`src/gpio_pkg.sv`:
```
// Shared constants, register codes, item types and helpers of the GPIO port block.
`timescale 1ns / 1ps

package gpio_pkg;

	// Block size.
	localparam int NUM_PORTS     = 8;
	localparam int PINS_PER_PORT = 16;

	// Field widths of the input and result items.
	localparam int FUNC_W  = 2;
	localparam int PORT_W  = 3;
	localparam int SEL_W   = 4;
	localparam int DATA_W  = 32;
	localparam int LEVEL_W = 16;
	localparam int IRQ_W   = 8;

	// Derived widths.
	localparam int PAIR_W     = 2 * PINS_PER_PORT;
	localparam int PORT_IDX_W = (NUM_PORTS > 1) ? $clog2(NUM_PORTS) : 1;
	localparam int CLR_LSB    = 16;

	typedef logic [FUNC_W-1:0]        func_t;
	typedef logic [SEL_W-1:0]         sel_t;
	typedef logic [PINS_PER_PORT-1:0] pins_t;
	typedef logic [PAIR_W-1:0]        pairs_t;
	typedef logic [PORT_IDX_W-1:0]    port_idx_t;

	// Item kinds.
	localparam func_t FUNC_WRITE  = 2'd0;
	localparam func_t FUNC_READ   = 2'd1;
	localparam func_t FUNC_SAMPLE = 2'd2;

	// Register selectors.
	localparam sel_t REG_MUX     = 4'd0;
	localparam sel_t REG_PULL    = 4'd1;
	localparam sel_t REG_DIR     = 4'd2;
	localparam sel_t REG_DATA    = 4'd3;
	localparam sel_t REG_SETCLR  = 4'd4;
	localparam sel_t REG_IRQMODE = 4'd5;
	localparam sel_t REG_STATUS  = 4'd6;
	localparam sel_t REG_PENDING = 4'd7;
	localparam sel_t REG_WAKE    = 4'd8;

	// One input item.
	typedef struct packed {
		func_t               func;
		logic [PORT_W-1:0]   port;
		sel_t                reg_sel;
		logic [DATA_W-1:0]   wdata;
		logic [LEVEL_W-1:0]  pin_levels;
	} item_t;

	// One result item.
	typedef struct packed {
		logic [DATA_W-1:0]   rdata;
		logic [IRQ_W-1:0]    port_irq;
		logic                wake_request;
		logic [LEVEL_W-1:0]  out_levels;
		logic [LEVEL_W-1:0]  out_enable;
	} result_t;

	// Pins whose two-bit mode has the selected bit set (0 rising, 1 falling).
	function automatic pins_t mode_pins(pairs_t mode, logic falling);
		pins_t r;
		for (int i = 0; i < PINS_PER_PORT; i++) begin
			r[i] = falling ? mode[2*i+1] : mode[2*i];
		end
		return r;
	endfunction

	// Pins with any edge enabled.
	function automatic pins_t irq_pins(pairs_t mode);
		return mode_pins(mode, 1'b0) | mode_pins(mode, 1'b1);
	endfunction

endpackage

```
`src/gpio_ifs.sv`:
```
// Valid/ready channel interfaces for the GPIO request and result items.
`timescale 1ns / 1ps

interface gpio_req_if;
	logic                           valid;
	logic                           ready;
	logic [gpio_pkg::FUNC_W-1:0]    func;
	logic [gpio_pkg::PORT_W-1:0]    port;
	logic [gpio_pkg::SEL_W-1:0]     reg_sel;
	logic [gpio_pkg::DATA_W-1:0]    wdata;
	logic [gpio_pkg::LEVEL_W-1:0]   pin_levels;

	modport source (output valid, func, port, reg_sel, wdata, pin_levels, input ready);
	modport sink (input valid, func, port, reg_sel, wdata, pin_levels, output ready);
endinterface

interface gpio_rsp_if;
	logic                           valid;
	logic                           ready;
	logic [gpio_pkg::DATA_W-1:0]    rdata;
	logic [gpio_pkg::IRQ_W-1:0]     port_irq;
	logic                           wake_request;
	logic [gpio_pkg::LEVEL_W-1:0]   out_levels;
	logic [gpio_pkg::LEVEL_W-1:0]   out_enable;

	modport source (output valid, rdata, port_irq, wake_request, out_levels, out_enable,
		input ready);
	modport sink (input valid, rdata, port_irq, wake_request, out_levels, out_enable,
		output ready);
endinterface

```
`src/gpio_regs.sv`:
```
// Per-port register file, edge detection and result logic of the GPIO block.
`timescale 1ns / 1ps

module gpio_regs (
	input  logic              clk,
	input  logic              arst_n,
	input  logic              en,
	input  gpio_pkg::item_t   item,
	output gpio_pkg::result_t result
);

	// Per-port state.
	gpio_pkg::pairs_t alt_mux_q     [gpio_pkg::NUM_PORTS];
	gpio_pkg::pins_t  pull_up_q     [gpio_pkg::NUM_PORTS];
	gpio_pkg::pins_t  input_dir_q   [gpio_pkg::NUM_PORTS];
	gpio_pkg::pins_t  out_latch_q   [gpio_pkg::NUM_PORTS];
	gpio_pkg::pins_t  in_sample_q   [gpio_pkg::NUM_PORTS];
	gpio_pkg::pairs_t irq_mode_q    [gpio_pkg::NUM_PORTS];
	gpio_pkg::pins_t  irq_status_q  [gpio_pkg::NUM_PORTS];
	gpio_pkg::pins_t  wake_enable_q [gpio_pkg::NUM_PORTS];

	logic                 hit;
	gpio_pkg::port_idx_t  idx;

	gpio_pkg::pairs_t cur_mux, cur_mode;
	gpio_pkg::pins_t  cur_pull, cur_dir, cur_out, cur_in, cur_status, cur_wake;
	gpio_pkg::pairs_t nxt_mux, nxt_mode;
	gpio_pkg::pins_t  nxt_pull, nxt_dir, nxt_out, nxt_in, nxt_status, nxt_wake;

	gpio_pkg::pins_t  w_pins, w_clr, levels, rise, fall;
	gpio_pkg::pairs_t w_pairs;
	logic             cur_line;

	gpio_pkg::pairs_t all_mode   [gpio_pkg::NUM_PORTS];
	gpio_pkg::pins_t  all_status [gpio_pkg::NUM_PORTS];
	gpio_pkg::pins_t  all_wake   [gpio_pkg::NUM_PORTS];
	logic [gpio_pkg::IRQ_W-1:0] irq_vec;
	logic             wake_any;
	logic [gpio_pkg::DATA_W-1:0] rd_val;

	// Address decode and current state of the addressed port.
	assign hit = ({1'b0, item.port} < (gpio_pkg::PORT_W + 1)'(gpio_pkg::NUM_PORTS));
	assign idx = item.port[gpio_pkg::PORT_IDX_W-1:0];

	assign cur_mux    = alt_mux_q[idx];
	assign cur_pull   = pull_up_q[idx];
	assign cur_dir    = input_dir_q[idx];
	assign cur_out    = out_latch_q[idx];
	assign cur_in     = in_sample_q[idx];
	assign cur_mode   = irq_mode_q[idx];
	assign cur_status = irq_status_q[idx];
	assign cur_wake   = wake_enable_q[idx];

	// Operand slices.
	assign w_pins  = item.wdata[gpio_pkg::PINS_PER_PORT-1:0];
	assign w_clr   = item.wdata[gpio_pkg::CLR_LSB +: gpio_pkg::PINS_PER_PORT];
	assign w_pairs = item.wdata[gpio_pkg::PAIR_W-1:0];
	assign levels  = item.pin_levels[gpio_pkg::PINS_PER_PORT-1:0];
	assign rise    = levels & ~cur_in;
	assign fall    = cur_in & ~levels;

	// Next state of the addressed port.
	always_comb begin
		nxt_mux    = cur_mux;
		nxt_pull   = cur_pull;
		nxt_dir    = cur_dir;
		nxt_out    = cur_out;
		nxt_in     = cur_in;
		nxt_mode   = cur_mode;
		nxt_status = cur_status;
		nxt_wake   = cur_wake;
		if (hit && item.func == gpio_pkg::FUNC_WRITE) begin
			case (item.reg_sel)
				gpio_pkg::REG_MUX:     nxt_mux = w_pairs;
				gpio_pkg::REG_PULL:    nxt_pull = w_pins;
				gpio_pkg::REG_DIR:     nxt_dir = w_pins;
				gpio_pkg::REG_DATA:    nxt_out = w_pins;
				gpio_pkg::REG_SETCLR:  nxt_out = (cur_out & ~w_clr) | w_pins;
				gpio_pkg::REG_IRQMODE: nxt_mode = w_pairs;
				gpio_pkg::REG_STATUS:  nxt_status = cur_status & ~w_pins;
				gpio_pkg::REG_WAKE:    nxt_wake = w_pins;
				default:               ;
			endcase
		end else if (hit && item.func == gpio_pkg::FUNC_SAMPLE) begin
			nxt_in     = levels;
			nxt_status = cur_status |
				(rise & gpio_pkg::mode_pins(cur_mode, 1'b0)) |
				(fall & gpio_pkg::mode_pins(cur_mode, 1'b1));
		end
	end

	// Interrupt lines and wake request after the update, over every port.
	always_comb begin
		irq_vec  = '0;
		wake_any = 1'b0;
		for (int q = 0; q < gpio_pkg::NUM_PORTS; q++) begin
			if (hit && idx == gpio_pkg::PORT_IDX_W'(q)) begin
				all_mode[q]   = nxt_mode;
				all_status[q] = nxt_status;
				all_wake[q]   = nxt_wake;
			end else begin
				all_mode[q]   = irq_mode_q[q];
				all_status[q] = irq_status_q[q];
				all_wake[q]   = wake_enable_q[q];
			end
			irq_vec[q] = |(all_status[q] & gpio_pkg::irq_pins(all_mode[q]));
			wake_any   = wake_any | (|(all_status[q] & all_wake[q]));
		end
	end

	// Read data; reads do not change state, so the current values serve.
	assign cur_line = |(cur_status & gpio_pkg::irq_pins(cur_mode));

	always_comb begin
		rd_val = '0;
		if (hit && item.func == gpio_pkg::FUNC_READ) begin
			case (item.reg_sel)
				gpio_pkg::REG_MUX:     rd_val = gpio_pkg::DATA_W'(cur_mux);
				gpio_pkg::REG_PULL:    rd_val = gpio_pkg::DATA_W'(cur_pull);
				gpio_pkg::REG_DIR:     rd_val = gpio_pkg::DATA_W'(cur_dir);
				gpio_pkg::REG_DATA:    rd_val = {gpio_pkg::LEVEL_W'(cur_in),
					gpio_pkg::LEVEL_W'(cur_out)};
				gpio_pkg::REG_IRQMODE: rd_val = gpio_pkg::DATA_W'(cur_mode);
				gpio_pkg::REG_STATUS:  rd_val = gpio_pkg::DATA_W'(cur_status);
				gpio_pkg::REG_PENDING: rd_val = gpio_pkg::DATA_W'(cur_line);
				gpio_pkg::REG_WAKE:    rd_val = gpio_pkg::DATA_W'(cur_wake);
				default:               rd_val = '0;
			endcase
		end
	end

	// Result item.
	always_comb begin
		result.rdata        = rd_val;
		result.port_irq     = irq_vec;
		result.wake_request = wake_any;
		result.out_levels   = hit ? gpio_pkg::LEVEL_W'(nxt_out) : '0;
		result.out_enable   = hit ? gpio_pkg::LEVEL_W'(~nxt_dir) : '0;
	end

	// State update of the addressed port.
	always_ff @(posedge clk or negedge arst_n) begin
		if (!arst_n) begin
			for (int p = 0; p < gpio_pkg::NUM_PORTS; p++) begin
				alt_mux_q[p]     <= '0;
				pull_up_q[p]     <= '0;
				input_dir_q[p]   <= '1;
				out_latch_q[p]   <= '0;
				in_sample_q[p]   <= '0;
				irq_mode_q[p]    <= '0;
				irq_status_q[p]  <= '0;
				wake_enable_q[p] <= '0;
			end
		end else if (en && hit) begin
			alt_mux_q[idx]     <= nxt_mux;
			pull_up_q[idx]     <= nxt_pull;
			input_dir_q[idx]   <= nxt_dir;
			out_latch_q[idx]   <= nxt_out;
			in_sample_q[idx]   <= nxt_in;
			irq_mode_q[idx]    <= nxt_mode;
			irq_status_q[idx]  <= nxt_status;
			wake_enable_q[idx] <= nxt_wake;
		end
	end

endmodule

```
`src/gpio_port_with_edge_interrupts.sv`:
```
// Top level of the GPIO port block: input register, register file and result register.
//
//   channel | dir | item
//   --------+-----+------------------------------------------------------------
//   req     | in  | func, port, reg_sel, wdata, pin_levels
//   rsp     | out | rdata, port_irq, wake_request, out_levels, out_enable
//
// One item per clock sustained while rsp is not stalled; a result is offered on rsp once its item has
// passed the input register into the result register. The addressed port's registers update in the same
// cycle the result is registered, so the next item in the input register already sees them.
// Reset clears all port registers but the directions, which reset to inputs.
// A stalled rsp holds the result; req still takes an item while the input register is empty.
`timescale 1ns / 1ps

module gpio_port_with_edge_interrupts (
	input  logic            clk,
	input  logic            arst_n,
	gpio_req_if.sink        req,
	gpio_rsp_if.source      rsp
);

	logic              valid_s1;
	gpio_pkg::item_t   item_s1;
	logic              out_valid_q;
	gpio_pkg::result_t result_q;
	gpio_pkg::result_t result_d;
	logic              advance;

	// The item in the input register moves on when the result register is free.
	assign advance   = valid_s1 && (!out_valid_q || rsp.ready);
	assign req.ready = !valid_s1 || advance;

	// Input register.
	always_ff @(posedge clk or negedge arst_n) begin
		if (!arst_n) begin
			valid_s1 <= 1'b0;
		end else if (req.ready) begin
			valid_s1 <= req.valid;
		end
	end

	always_ff @(posedge clk) begin
		if (req.ready && req.valid) begin
			item_s1.func       <= req.func;
			item_s1.port       <= req.port;
			item_s1.reg_sel    <= req.reg_sel;
			item_s1.wdata      <= req.wdata;
			item_s1.pin_levels <= req.pin_levels;
		end
	end

	// Register file and result logic.
	gpio_regs u_regs (
		.clk    (clk),
		.arst_n (arst_n),
		.en     (advance),
		.item   (item_s1),
		.result (result_d)
	);

	// Result register.
	always_ff @(posedge clk or negedge arst_n) begin
		if (!arst_n) begin
			out_valid_q <= 1'b0;
		end else if (advance) begin
			out_valid_q <= 1'b1;
		end else if (rsp.ready) begin
			out_valid_q <= 1'b0;
		end
	end

	always_ff @(posedge clk) begin
		if (advance) begin
			result_q <= result_d;
		end
	end

	assign rsp.valid        = out_valid_q;
	assign rsp.rdata        = result_q.rdata;
	assign rsp.port_irq     = result_q.port_irq;
	assign rsp.wake_request = result_q.wake_request;
	assign rsp.out_levels   = result_q.out_levels;
	assign rsp.out_enable   = result_q.out_enable;

endmodule

```
`src/flat_wrapper.sv`:
```
// flat-port wrapper written by rule: the top's interface ports become plain ports
module gpio_port_with_edge_interrupts_flat 
  (clk, arst_n, req_valid, req_func, req_port, req_reg_sel, req_wdata, req_pin_levels, req_ready, rsp_valid, rsp_rdata, rsp_port_irq, rsp_wake_request, rsp_out_levels, rsp_out_enable, rsp_ready);
  gpio_req_if req_i ();
  gpio_rsp_if rsp_i ();
  input  logic clk;
  input  logic arst_n;
  input wire logic [$bits(req_i.valid)-1:0] req_valid;
  input wire logic [$bits(req_i.func)-1:0] req_func;
  input wire logic [$bits(req_i.port)-1:0] req_port;
  input wire logic [$bits(req_i.reg_sel)-1:0] req_reg_sel;
  input wire logic [$bits(req_i.wdata)-1:0] req_wdata;
  input wire logic [$bits(req_i.pin_levels)-1:0] req_pin_levels;
  output wire logic [$bits(req_i.ready)-1:0] req_ready;
  output wire logic [$bits(rsp_i.valid)-1:0] rsp_valid;
  output wire logic [$bits(rsp_i.rdata)-1:0] rsp_rdata;
  output wire logic [$bits(rsp_i.port_irq)-1:0] rsp_port_irq;
  output wire logic [$bits(rsp_i.wake_request)-1:0] rsp_wake_request;
  output wire logic [$bits(rsp_i.out_levels)-1:0] rsp_out_levels;
  output wire logic [$bits(rsp_i.out_enable)-1:0] rsp_out_enable;
  input wire logic [$bits(rsp_i.ready)-1:0] rsp_ready;
  assign req_i.valid = req_valid;
  assign req_i.func = req_func;
  assign req_i.port = req_port;
  assign req_i.reg_sel = req_reg_sel;
  assign req_i.wdata = req_wdata;
  assign req_i.pin_levels = req_pin_levels;
  assign req_ready = req_i.ready;
  assign rsp_valid = rsp_i.valid;
  assign rsp_rdata = rsp_i.rdata;
  assign rsp_port_irq = rsp_i.port_irq;
  assign rsp_wake_request = rsp_i.wake_request;
  assign rsp_out_levels = rsp_i.out_levels;
  assign rsp_out_enable = rsp_i.out_enable;
  assign rsp_i.ready = rsp_ready;
  gpio_port_with_edge_interrupts u_core (.clk(clk), .arst_n(arst_n), .req(req_i), .rsp(rsp_i));
endmodule
```
`config.mk`:
```
export PLATFORM = sky130hd
export DESIGN_NAME = gpio_port_with_edge_interrupts_flat
export DESIGN_NICKNAME = d
export VERILOG_FILES = /design/src/gpio_pkg.sv /design/src/gpio_ifs.sv /design/src/gpio_regs.sv /design/src/gpio_port_with_edge_interrupts.sv /design/src/flat_wrapper.sv
export SDC_FILE = /design/constraint.sdc
export NUM_CORES = 2
export LEC_CHECK = 0
export ABC_AREA = 0
export CORE_MARGIN = 2
export CORE_UTILIZATION = 30
export CTS_CLUSTER_DIAMETER = 200
export DETAILED_ROUTE_END_ITERATION = 16
export DONT_BUFFER_PORTS = 1
export HOLD_SLACK_MARGIN = 0.05
export SLEW_MARGIN = 20
export SYNTH_ARGS = -nofsm -noshare
export SYNTH_HDL_FRONTEND = slang
export SYNTH_HIERARCHICAL = 1
export SYNTH_SLANG_ARGS = --single-unit
```
`constraint.sdc`:
```
create_clock -name clk -period 4.6 [get_ports clk]
set_input_delay 0.23 -clock clk [delete_from_list [all_inputs] [get_ports clk]]
set_output_delay 0.23 -clock clk [all_outputs]
set_load 0.005 [all_outputs]
```
==> impl_metrics.yaml <==
placement:
  place_congestion: 1.11
  dp_slack_ns: 0.0799
  dp.final_hpwl_um: 203000
  placed_cell_area_mm2: 0.0695
  io_buffers: 0
logic_synthesis:
  yosys.area_share.simple_pct: 11.7
  synthTopCellsByCount: "o21ai_0 (1496), nand2_1 (1479), dfrtp_1 (1154)"
  synth.top_cell.area_share_pct: 44.7
  synth_top_cell_by_area: "dfrtp_1"
  ys_types: 94
  synth_top_cells_by_area: "dfrtp_1 (45%), o21ai_0 (12%), nand2_1 (8.6%), mux4_2 (8.0%), edfxtp_1 (6.0%)"
  avgSynthCellArea_um2: 10.4
  synth_compound_area_share_pct: 16.7
  netlist_instances: 6224
  seq_area_frac_synth_pct: 56.0
  synth_xor_area_share_pct: 0
  synth_top_family_by_area: "compound AO/OA/AOI/OAI gates"
  mappedNetlistArea_mm2: 0.0646
  synth_fa_ha_area_share_pct: 0
  async_reset_ff_share_pct: 90.8
  synth_edf_count: 130
  synthMuxAreaShare_pct: 12.1
  synth-warning-count: 6
  synth_fp_nets: 6285
  synthFlopType: "dfrtp_1"
  ys_ff_latch: 1412
  synth_most_common_cell: "o21ai_0"
worst_setup_path:
  worstSetupStartpoint: "u_core/item_s1[53]$_DFFE_PP_"
  r2r_start: "u_core/item_s1[53]$_DFFE_PP_"
  cp_max_fo: 29
  crit_end: "u_core/rsp.wake_request$_DFFE_PP_"
  cp-end-kind: "flip-flop"
  crit_chain: "buf_12 -> buf_12 -> nor3_1 -> buf_4 -> buf_4 -> a31oi_1 -> a311oi_1 -> nand4_1 -> a2111oi_2 -> o311ai_0 -> nor4_1 -> nand4_1 -> nor3_1 -> nand4_1"
  start_kind: "flip-flop"
  required_ns: 5.15
  path_common_cell: "nand4_1"
  r2r_slack_ns: 0.04
  ff2ff_path_depth: 14
  cp.arrival_ns: 5.11
  criticalPathCategory: "reg2reg"
  slowest_delay_ns: 0.70
  cp_slowest_cell: "a311oi_1"
  rr_endpoint: "u_core/rsp.wake_request$_DFFE_PP_"
sta:
  fin_crit_ns: 4.56
  fmax_mhz: 219
  setup_viol: 0
  finalCritPeriodShare_pct: 99.2
  worst_slew_pin_slew_ns: 1.36
  tns_ns: 0
  fin_hold_ws_ns: 0.110
  skew_ns: 0.0531
  fin_ws_ns: 0.0363
  slew_violations: 0
  finalHoldViolations: 0
  maxSlewHeadroom_pct: 8.58
power:
  peakVddDrop_uv: 330
  powerDensity_mw_per_mm2: 473
  leakagePower_nw: 32.1
clocking:
  cts_sinks: 1412
  clkTransAtPathRegs_ns: 0.06
  tritoncts: "done"
  clock_latency_ns: 0.84
  cts_made_buffers: 153
  htree_levels: 4
  cts_root_buf: "clkbuf_16"
  clockBufferDepth: 3
detailed_routing:
  drc: 0
  dr.pass1.iters: 7
  totalWireLength_um: 285000
  wl_per_cell_um: 30.5
  drt_iter0_drc: 6923
  vias: 52884
  ant_nets: 0
  routed_via_density: 5.66
finish:
  fill_cells: 21424
  final_area_mm2: 0.0759
  layout-drive-gt1-share_pct: 16.4
  nets: 6427
  finish.utilization_pct: 35.4
  syn_to_final_growth_pct: 17.5
global_routing:
  antenna_found_initial: 27
  grt_first_pass_wirelength_um: 401000
  grt_overflow: 0
  grt_pass1_vias: 50639
  grt_max_degree: 197
  grtUsageTotal_pct: 25.8
floorplan:
  die_w_um: 468
  core_mm2: 0.214
  rows: 170
  io_pins: 136
  die_area_mm2: 0.219
  start_util_pct: 30.1
  die_h_um: 468
hold_path:
  hp-class: "in2async"
outcome:
  status: "finished, final reports clean"
flow_run:
  maxCapViolations: 0
[power breakdown]
part	internal (mW)	switching, mW	leakage (nW)
sequential	14.6	2.09	18.2
combinational	2.29	4.14	11.3
clock	7.41	5.38	2.57
total	24.3	11.6	32.1
[timing repair]
action | 4_1_cts | 5_1_grt
hold buffers | 111 | 0
gates resized for setup | 0 | 4
hold endpoints to repair | 212 | 0
setup endpoints to repair | 0 | 5
buffers inserted | 0 | 0
[worst max-delay path, delay by kind of cell (launching register included)]
family                 cells  cell delay (ns)
AOI/OAI and AO/OA          4             1.29
and+or+nand+nor            6             1.72
DFF                        1             0.44
buffers and inverters      4             0.84
[metrics by stage]
| stage | total power [mW] | cells |
|---|---|---|
| 6_report | 35.9 | 9344 |
| 5_1_grt | 37.1 | 9335 |
| 2_1_floorplan | 19.1 | 6224 |
| 4_1_cts | 35.8 | 9332 |
| 3_5_place_dp | 22.9 | 8937 |
| 3_3_place_gp | 22.7 | 8937 |
[cell usage in the layout, fill, tap and decap left out, types with 123 or more instances in the layout]
| master | synthesis | routed |
|---|---|---|
| dfstp_2 | 128 | 128 |
| o21ai_0 | 1496 | 1495 |
| mux4_2 | 230 | 230 |
| buf_4 | 11 | 313 |
| nand2_1 | 1479 | 1469 |
| mux2i_1 | 221 | 219 |
| nor2_1 | 123 | 123 |
| edfxtp_1 | 130 | 130 |
| clkbuf_16 | 0 | 159 |
| dfrtp_1 | 1154 | 1154 |
[cells by family after synthesis]
logic type             Yosys count
AOI/OAI and AO/OA             1974
and+or+nand+nor               1841
DFF                           1412
buffers and inverters          515
muxes                          482
[worst min path at each step]
| stage | endpoint | slack [ns] |
|---|---|---|
| 3_5_place_dp | u_core/u_regs/in_sample_q[68]$_DFFE_PN0P_ | 0.31 |
| 5_1_grt | u_core/item_s1[48]$_DFFE_PP_ | 0.11 |
| 2_1_floorplan | u_core/rsp.valid$_DFFE_PN0P_ | -0.07 |
| 4_1_cts | u_core/item_s1[48]$_DFFE_PP_ | 0.08 |
| 3_3_place_gp | u_core/u_regs/in_sample_q[68]$_DFFE_PN0P_ | 0.31 |
| 6_report | u_core/u_regs/in_sample_q[23]$_DFFE_PN0P_ | 0.11 |
[layer usage]
| layer | vias to the layer above | track usage, % | wire, um |
|---|---|---|---|
| li1 | 22492 | - | - |
| met1 | 26623 | 33.1 | 113000 |
| met2 | 2899 | 37.3 | 120000 |
| met3 | 848 | 7.87 | 28500 |
| met4 | 22 | 17.4 | 23500 |
| met5 | - | 0 | 174 |
[state kept, by name (all words and copies together) (netlist names)]
signal,count
u_core/rsp.valid,1
u_core/u_regs/pull_up_q,128
u_core/u_regs/in_sample_q,128
u_core/u_regs/irq_status_q,128
u_core/rsp.out_levels,16
u_core/item_s1,57
u_core/rsp.out_enable,16
u_core/u_regs/irq_mode_q,256
u_core/rsp.wake_request,1
u_core/valid_s1,1
u_core/rsp.port_irq,8
u_core/rsp.rdata,32
u_core/u_regs/alt_mux_q,256
u_core/u_regs/input_dir_q,128
u_core/u_regs/out_latch_q,128
u_core/u_regs/wake_enable_q,128
[final cells by class]
class                      instances  area [um^2]  share of cell area, %
sequential                      1412        36100                   47.6
multi-input combinational       4297        26400                   34.7
clock buffer                     219         4480                   5.91
timing repair buffer             474         4470                   5.89
tap                             2838         3550                   4.68
clock inverter                    65          737                  0.971
inverter                          28          110                  0.145
antenna                           11         27.5                 0.0363
No activity file was read; power rests on OpenSTA's default activity.
